$ cat config.mk
export PLATFORM = sky130hd
export DESIGN_NAME = contiguous_ring_allocator
export DESIGN_NICKNAME = d
export VERILOG_FILES = /design/src/sv/cra_pkg.sv /design/src/sv/contiguous_ring_allocator.sv /design/src/sv/cra_dp.sv /design/src/sv/cra_ctrl.sv
export SDC_FILE = /design/constraint.sdc
export NUM_CORES = 1
export LEC_CHECK = 0
export ABC_AREA = 1
export BUFFER_PORTS_ARGS = -buffer_cell sky130_fd_sc_hd__buf_2
export CORE_ASPECT_RATIO = 1.25
export CORE_MARGIN = 1
export CORE_UTILIZATION = 51
export CTS_BUF_LIST = sky130_fd_sc_hd__clkbuf_8
export DETAILED_ROUTE_END_ITERATION = 8
export PLACE_DENSITY_LB_ADDON = 0.05
export SLEW_MARGIN = 10
export SYNTH_ARGS = -nofsm -noshare
export SYNTH_HDL_FRONTEND = slang
export SYNTH_HIERARCHICAL = 1
export SYNTH_SLANG_ARGS = --single-unit
$ cat constraint.sdc
create_clock -name clk -period 11 [get_ports clk]
set_clock_uncertainty 0.1 [all_clocks]
set_input_delay 1.1 -clock clk [delete_from_list [all_inputs] [get_ports clk]]
set_output_delay 1.1 -clock clk [all_outputs]
set_load 0.01 [all_outputs]
$ cat src/sv/cra_pkg.sv
package cra_pkg;

	localparam int CAP_W  = 13;
	localparam int HEAD_W = 12;
	localparam int ADDR_W = 32;
	localparam int CMD_W  = 2;
	localparam int ST_W   = 2;
	localparam int ARITH_W = CAP_W + 1;
	localparam int CNT_W  = $clog2(CAP_W);

	localparam logic [CAP_W-1:0] MAX_CAPACITY = 13'd4096;
	localparam logic [CNT_W-1:0] MOD_FIRST_BIT = CNT_W'(CAP_W - 1);

	localparam logic [CMD_W-1:0] CMD_ALLOC = 2'd0;
	localparam logic [CMD_W-1:0] CMD_FREE  = 2'd1;
	localparam logic [CMD_W-1:0] CMD_PEEK  = 2'd2;

	localparam logic [ST_W-1:0] ST_OK    = 2'd0;
	localparam logic [ST_W-1:0] ST_FULL  = 2'd1;
	localparam logic [ST_W-1:0] ST_EMPTY = 2'd2;

	localparam logic [0:0] REG_CAPACITY = 1'b0;
	localparam logic [0:0] REG_BASE     = 1'b1;

	typedef struct packed {
		logic commit;
		logic use_rem;
		logic load_mod;
		logic step_mod;
	} ctrl_cmd_t;

	typedef struct packed {
		logic needs_mod;
		logic mod_last;
	} dp_stat_t;

endpackage

$ cat src/sv/contiguous_ring_allocator.sv
// Free, peek, most allocations: result is registered in the cycle after input transfer.
// An allocation whose tail offset reaches twice the capacity (only after the
// capacity shrinks) runs a bit-serial remainder and takes no new input meanwhile.
// Throughput: one item per cycle on the fast path while m_axis_tready is high.
// Reset (arst_n low, asynchronous): ring empty, capacity 4096, base 0, no result held.
module contiguous_ring_allocator import cra_pkg::*; (
	input  logic        clk,
	input  logic        arst_n,
	input  logic        cfg_wr_en,
	input  logic [0:0]  cfg_index,
	input  logic [31:0] cfg_wdata,
	input  logic        s_axis_tvalid,
	output logic        s_axis_tready,
	input  logic [15:0] s_axis_tdata,  // [12:0] byte_len, [15:13] zero
	input  logic [1:0]  s_axis_tuser,  // [1:0] command
	output logic        m_axis_tvalid,
	input  logic        m_axis_tready,
	output logic [47:0] m_axis_tdata,  // [31:0] item_address, [44:32] used_bytes, [47:45] zero
	output logic [1:0]  m_axis_tuser   // [1:0] status
);

	ctrl_cmd_t         ctrl;
	dp_stat_t          stat;
	logic [ADDR_W-1:0] address;
	logic [CAP_W-1:0]  used;

	cra_ctrl u_ctrl (
		.clk       (clk),
		.arst_n    (arst_n),
		.in_valid  (s_axis_tvalid),
		.out_ready (m_axis_tready),
		.stat      (stat),
		.ctrl      (ctrl),
		.in_ready  (s_axis_tready),
		.out_valid (m_axis_tvalid)
	);

	cra_dp u_dp (
		.clk         (clk),
		.arst_n      (arst_n),
		.cfg_wr_en   (cfg_wr_en),
		.cfg_index   (cfg_index),
		.cfg_wdata   (cfg_wdata),
		.in_command  (s_axis_tuser),
		.in_size     (s_axis_tdata[CAP_W-1:0]),
		.ctrl        (ctrl),
		.stat        (stat),
		.out_status  (m_axis_tuser),
		.out_address (address),
		.out_used    (used)
	);

	assign m_axis_tdata = {3'b000, used, address};

`ifndef SYNTHESIS
	a_commit_shows: assert property (@(posedge clk) disable iff (!arst_n)
		ctrl.commit |=> m_axis_tvalid)
		else $error("result not presented after commit");

	a_slow_path_clears_out: assert property (@(posedge clk) disable iff (!arst_n)
		ctrl.load_mod |=> !m_axis_tvalid)
		else $error("result still held while remainder runs");

	a_no_accept_busy: assert property (@(posedge clk) disable iff (!arst_n)
		(ctrl.step_mod || ctrl.use_rem) |-> !s_axis_tready)
		else $error("input ready while allocation in progress");

	a_used_bound: assert property (@(posedge clk) disable iff (!arst_n)
		m_axis_tvalid |-> (m_axis_tdata[44:32] <= MAX_CAPACITY))
		else $error("used bytes above capacity");
`endif

endmodule

$ cat src/sv/cra_dp.sv
module cra_dp import cra_pkg::*; (
	input  logic              clk,
	input  logic              arst_n,
	input  logic              cfg_wr_en,
	input  logic [0:0]        cfg_index,
	input  logic [31:0]       cfg_wdata,
	input  logic [CMD_W-1:0]  in_command,
	input  logic [CAP_W-1:0]  in_size,
	input  ctrl_cmd_t         ctrl,
	output dp_stat_t          stat,
	output logic [ST_W-1:0]   out_status,
	output logic [ADDR_W-1:0] out_address,
	output logic [CAP_W-1:0]  out_used
);

	logic [CAP_W-1:0]   cap_reg_q;
	logic [ADDR_W-1:0]  base_q;
	logic [HEAD_W-1:0]  head_q;
	logic [CAP_W-1:0]   used_q;
	logic [HEAD_W-1:0]  pad_q;
	logic [CAP_W-1:0]   n_q;
	logic [CAP_W-1:0]   tail_q;
	logic [ARITH_W-1:0] rem_q;
	logic [CNT_W-1:0]   cnt_q;
	logic [ST_W-1:0]    status_q;
	logic [ADDR_W-1:0]  addr_q;
	logic [CAP_W-1:0]   used_out_q;

	logic [CAP_W-1:0]   cap;
	logic [ARITH_W-1:0] cap14;
	logic [ARITH_W-1:0] tail_w;
	logic [ARITH_W-1:0] loc_fast;
	logic [ARITH_W-1:0] rem_sh;
	logic [ARITH_W-1:0] rem_nx;

	logic [CMD_W-1:0]   cmd_e;
	logic [CAP_W-1:0]   n_e;
	logic [ARITH_W-1:0] loc_e;

	logic [ST_W-1:0]    st_n;
	logic [ADDR_W-1:0]  addr_n;
	logic [HEAD_W-1:0]  head_n;
	logic [CAP_W-1:0]   used_n;
	logic [HEAD_W-1:0]  pad_n;

	always_comb begin
		if (cap_reg_q == '0) begin
			cap = CAP_W'(1);
		end else if (cap_reg_q > MAX_CAPACITY) begin
			cap = MAX_CAPACITY;
		end else begin
			cap = cap_reg_q;
		end
	end

	assign cap14    = {1'b0, cap};
	assign tail_w   = {2'b00, head_q} + {1'b0, used_q};
	assign loc_fast = (tail_w < cap14) ? tail_w : tail_w - cap14;

	assign stat.needs_mod = (in_command == CMD_ALLOC) && (tail_w >= {cap, 1'b0});
	assign stat.mod_last  = (cnt_q == '0);

	// one remainder bit per cycle, MSB first
	assign rem_sh = {rem_q[ARITH_W-2:0], tail_q[cnt_q]};
	assign rem_nx = (rem_sh >= cap14) ? rem_sh - cap14 : rem_sh;

	assign cmd_e = ctrl.use_rem ? CMD_ALLOC : in_command;
	assign n_e   = ctrl.use_rem ? n_q : in_size;
	assign loc_e = ctrl.use_rem ? rem_q : loc_fast;

	always_comb begin
		logic [ARITH_W-1:0] n14;
		logic [ARITH_W-1:0] used14;
		logic [ARITH_W-1:0] head14;
		logic [ARITH_W-1:0] pad14;
		logic [ARITH_W-1:0] h_w;
		logic [ARITH_W-1:0] u_w;
		logic [ARITH_W-1:0] p_w;
		logic               avail;
		n14    = {1'b0, n_e};
		used14 = {1'b0, used_q};
		head14 = {2'b00, head_q};
		pad14  = {2'b00, pad_q};
		h_w    = head14;
		u_w    = used14;
		p_w    = pad14;
		avail  = 1'b0;
		st_n   = ST_OK;
		addr_n = '0;
		head_n = head_q;
		used_n = used_q;
		pad_n  = pad_q;
		unique case (cmd_e)
			CMD_ALLOC: begin
				if (used14 + n14 > cap14) begin
					st_n = ST_FULL;
				end else if (loc_e + n14 > cap14) begin
					if (tail_w > cap14 || n14 > head14) begin
						st_n = ST_FULL;
					end else begin
						p_w    = cap14 - tail_w;
						u_w    = used14 + p_w + n14;
						pad_n  = p_w[HEAD_W-1:0];
						used_n = u_w[CAP_W-1:0];
						addr_n = base_q;
					end
				end else begin
					u_w    = used14 + n14;
					used_n = u_w[CAP_W-1:0];
					addr_n = base_q + {{(ADDR_W-ARITH_W){1'b0}}, loc_e};
				end
			end
			CMD_FREE, CMD_PEEK: begin
				avail = (n_e == '0) ||
				        ((used14 >= n14) && (head14 + n14 + pad14 <= cap14));
				if (!avail) begin
					st_n = ST_EMPTY;
				end else begin
					addr_n = base_q + {{(ADDR_W-HEAD_W){1'b0}}, head_q};
					if (cmd_e == CMD_FREE) begin
						h_w = head14 + n14;
						u_w = (used14 >= n14) ? used14 - n14 : '0;
						if (h_w + p_w >= cap14) begin
							h_w = '0;
							u_w = (u_w >= p_w) ? u_w - p_w : '0;
							p_w = '0;
						end
						if (u_w == '0) begin
							h_w = '0;
							p_w = '0;
						end
						head_n = h_w[HEAD_W-1:0];
						used_n = u_w[CAP_W-1:0];
						pad_n  = p_w[HEAD_W-1:0];
					end
				end
			end
			default: begin
			end
		endcase
	end

	always_ff @(posedge clk or negedge arst_n) begin
		if (!arst_n) begin
			cap_reg_q <= MAX_CAPACITY;
			base_q    <= '0;
			head_q    <= '0;
			used_q    <= '0;
			pad_q     <= '0;
			cnt_q     <= '0;
		end else begin
			if (cfg_wr_en) begin
				unique case (cfg_index)
					REG_CAPACITY: cap_reg_q <= cfg_wdata[CAP_W-1:0];
					REG_BASE:     base_q    <= cfg_wdata;
				endcase
			end
			if (ctrl.commit) begin
				head_q <= head_n;
				used_q <= used_n;
				pad_q  <= pad_n;
			end
			if (ctrl.load_mod) begin
				cnt_q <= MOD_FIRST_BIT;
			end else if (ctrl.step_mod) begin
				cnt_q <= cnt_q - CNT_W'(1);
			end
		end
	end

	always_ff @(posedge clk) begin
		if (ctrl.load_mod) begin
			tail_q <= tail_w[CAP_W-1:0];
			n_q    <= in_size;
			rem_q  <= '0;
		end else if (ctrl.step_mod) begin
			rem_q <= rem_nx;
		end
		if (ctrl.commit) begin
			status_q   <= st_n;
			addr_q     <= addr_n;
			used_out_q <= used_n;
		end
	end

	assign out_status  = status_q;
	assign out_address = addr_q;
	assign out_used    = used_out_q;

endmodule

$ cat src/sv/cra_ctrl.sv
module cra_ctrl import cra_pkg::*; (
	input  logic      clk,
	input  logic      arst_n,
	input  logic      in_valid,
	input  logic      out_ready,
	input  dp_stat_t  stat,
	output ctrl_cmd_t ctrl,
	output logic      in_ready,
	output logic      out_valid
);

	localparam logic [1:0] S_IDLE = 2'd0;
	localparam logic [1:0] S_MOD  = 2'd1;
	localparam logic [1:0] S_FIN  = 2'd2;

	logic [1:0] state_q;
	logic [1:0] state_n;
	logic       out_valid_q;
	logic       accept;

	assign in_ready = (state_q == S_IDLE) && (!out_valid_q || out_ready);
	assign accept   = in_valid && in_ready;

	always_comb begin
		state_n = state_q;
		ctrl    = '0;
		unique case (state_q)
			S_IDLE: begin
				if (accept) begin
					if (stat.needs_mod) begin
						ctrl.load_mod = 1'b1;
						state_n       = S_MOD;
					end else begin
						ctrl.commit = 1'b1;
					end
				end
			end
			S_MOD: begin
				ctrl.step_mod = 1'b1;
				if (stat.mod_last) begin
					state_n = S_FIN;
				end
			end
			S_FIN: begin
				ctrl.commit  = 1'b1;
				ctrl.use_rem = 1'b1;
				state_n      = S_IDLE;
			end
			default: begin
				state_n = S_IDLE;
			end
		endcase
	end

	always_ff @(posedge clk or negedge arst_n) begin
		if (!arst_n) begin
			state_q     <= S_IDLE;
			out_valid_q <= 1'b0;
		end else begin
			state_q <= state_n;
			if (ctrl.commit) begin
				out_valid_q <= 1'b1;
			end else if (out_ready) begin
				out_valid_q <= 1'b0;
			end
		end
	end

	assign out_valid = out_valid_q;

endmodule
==> reports/results.ini <==
[routing]
drt_first_iter_violations=1868
wl_per_cell_um=21.5
vias_per_cell=5.87
dr.pass1.iters=6
ant_nets=0
vias=20096
remaining_drc_errors=0
routed_wl_um=73800

[timing]
hold_viol_final=0
setup_viol=0
rsz0062_at_grt=false
drv_slew=0
timing.fmax_mhz=104
tightest_slew_ns=1.17
finalWorstSetupSlack_ns=1.41
fin_setup_tns_ns=0
slew_headroom_pct=20.9
timing.final.crit_share_pct=87.1
period_needed_ns=9.59

[place]
hpwl_um=58500
globalplace.congestion=1.01
pre_cts_ws_ns=1.59
port_buffers=101

[global_route]
grt_max_degree=63
gr-total-overflow=0
grt_pass1_vias=19067
grt_pass1_wl_um=110000
grt_usage_pct=37.3
antenna_found_initial=2

[status]
status=finished, final reports clean

[clocking]
ctsHoldBuffers=0
cts_tree=done
clkSinkCount=176
clk_pin_slew_ns=0.11
clk_path_buf_depth=2
clock_latency_ns=0.56
htree_levels=4
cts_root_buf=clkbuf_8
post_cts_resized=0
post_cts_buffers=0
cts_buffers=17

[logic_synthesis]
synth.ff_latch_count=176
ys_types=63
syn_avg_cell_area_sq_um=6.97
synth_flop_cell=dfrtp_1
synth_cells=2858
syn_area_sq_um=19900
synth_edf_count=73
synthArstFlopShare_pct=50.6
ys_warn_count=6
yosysSeqAreaShare_pct=23.6

[min_path]
min_path_type=flip-flop to flip-flop

[setup_path]
critPathSlowestCell=o21ai_2
worst-endpoint-arrival_ns=9.92
reg2reg_depth=47
slowest_delay_ns=0.60
reg2reg_to=u_dp/pad_q[10]
crit_start=u_dp/head_q[0]
r2r_slack_ns=1.41
worstReg2RegStart=u_dp/head_q[0]
cp_max_fo=24
cp-end-kind=flip-flop
crit_path_start_kind=flip-flop
cpMostUsedCell=nand2_1
cp.required_ns=11.33
crit_end=u_dp/pad_q[10]
critPathKind=flip-flop to flip-flop

[cells_and_area]
fillerInstances=3844
areaGrowthSynthToFinish_pct=6.25
mostFrequentLayoutCell=nand2_1
fin_util_pct=55.2
seq_area_sq_um=4700
layout_common_cells=nand2_1 (578), inv_1 (455), a21oi_1 (252)
multiInputGateArea_sq_um=13000
drive_gt1_share_pct=8.36
nets=3234

[flow_run]
drv_cap=0

[floorplanning]
die_w_um=179
die_y_um=223
initial_core_util_pct=51.9
num_rows=80
die_area_sq_um=39800
ios=108
core_region_area_sq_um=38300

metrics by stage:
step	hold slack [ns]	instance area, sq um	instances
after floorplan	0.326	19900	2860
after global placement	0.344	20800	3391
after detailed placement	0.352	20800	3391
after CTS	0.372	21200	3423
after global routing	0.381	21200	3425
final	0.376	21200	3426
final cells by class:
class,instances,share of cell area [%]
inverters,471,8.36
multi-input cells,2130,61.6
well taps,492,2.91
clock buffers,17,1.11
flip-flops and latches,176,22.2
diodes,3,0.0355
clock inverters,15,0.597
repair buffers,122,3.15
worst min path at each step:
stage	slack, ns	to	cells past startpoint	startpoint
global route	0.38	u_dp/rem_q[13]	2	u_dp/rem_q[13]
floorplan	0.33	u_dp/rem_q[13]	2	u_dp/rem_q[13]
global placement	0.34	u_dp/rem_q[13]	2	u_dp/rem_q[13]
detailed placement	0.35	u_dp/rem_q[13]	2	u_dp/rem_q[13]
CTS	0.37	u_dp/rem_q[13]	2	u_dp/rem_q[13]
finish	0.38	u_dp/rem_q[13]	2	u_dp/rem_q[13]
cell usage after synthesis (all sizes together), types with 3 or more instances:
cell	number	area (sq um)
o221ai	3	26.3
nand3	190	1010
nand2	596	2300
o21bai	14	105
a211oi	3	22.5
fa	25	500
a21boi	21	161
or2	28	175
ha	235	2940
nor2	179	692
nand3b	7	52.6
o31ai	6	45.0
dfxtp	14	280
buf	40	270
dfrtp	88	2200
clkinv	3	11.3
o21ai	233	1200
a21o	9	67.6
clkbuf	43	169
nor3	32	160
a31oi	14	87.6
xor2	104	911
o211ai	15	113
o2111ai	4	35.0
inv	468	1760
edfxtp	73	2190
o311ai	4	35.0
o22ai	14	87.6
xnor2	32	280
a21oi	258	1310
nor4	13	81.3
nand4	70	444
logic make-up (layout without fill, tap and decap cells):
group / count (synthesis) / count (layout) / share of synthesized area [%]
other: 1 / 6 / 0.0188
muxes: 2 / 2 / 0.113
adders and majority gates: 260 / 260 / 17.3
xor gates and xnor gates: 136 / 136 / 5.98
buffers and inverters: 554 / 625 / 11.1
DFF: 176 / 176 / 23.6
and+or+nand+nor: 1117 / 1117 / 24.8
AOI/OAI and AO/OA: 612 / 612 / 17.2
worst max-delay path, delay by kind of cell, from the launching register on:
| family | cells | cell delay (ns) |
|---|---|---|
| buf+inv | 6 | 0.79 |
| flops | 1 | 0.56 |
| simple gates | 22 | 2.76 |
| xor+xnor | 2 | 0.56 |
| compound gates | 12 | 2.74 |
| fa+ha+maj | 5 | 1.90 |
state kept, by name (all words and copies together), names as in the netlist:
register,flops
u_ctrl/out_valid,1
u_ctrl/state_q,2
u_dp/base_q,32
u_dp/cap_reg_q,13
u_dp/cnt_q,4
u_dp/head_q,12
u_dp/n_q,13
u_dp/out_address,32
u_dp/out_status,2
u_dp/out_used,13
u_dp/pad_q,12
u_dp/rem_q,14
u_dp/tail_q,13
u_dp/used_q,13
layer usage:
layer | track usage [%] | up-vias | wire length [um]
li1 | - | 9608 | -
met1 | 44.5 | 9424 | 29400
met2 | 62.8 | 858 | 34800
met3 | 5.78 | 206 | 4970
met4 | 21.9 | 0 | 4580
met5 | 0 | - | 0
Power is left out: the tool's default activity adds up to more than one toggle a clock period on the data nets, which glitch-free logic cannot reach.
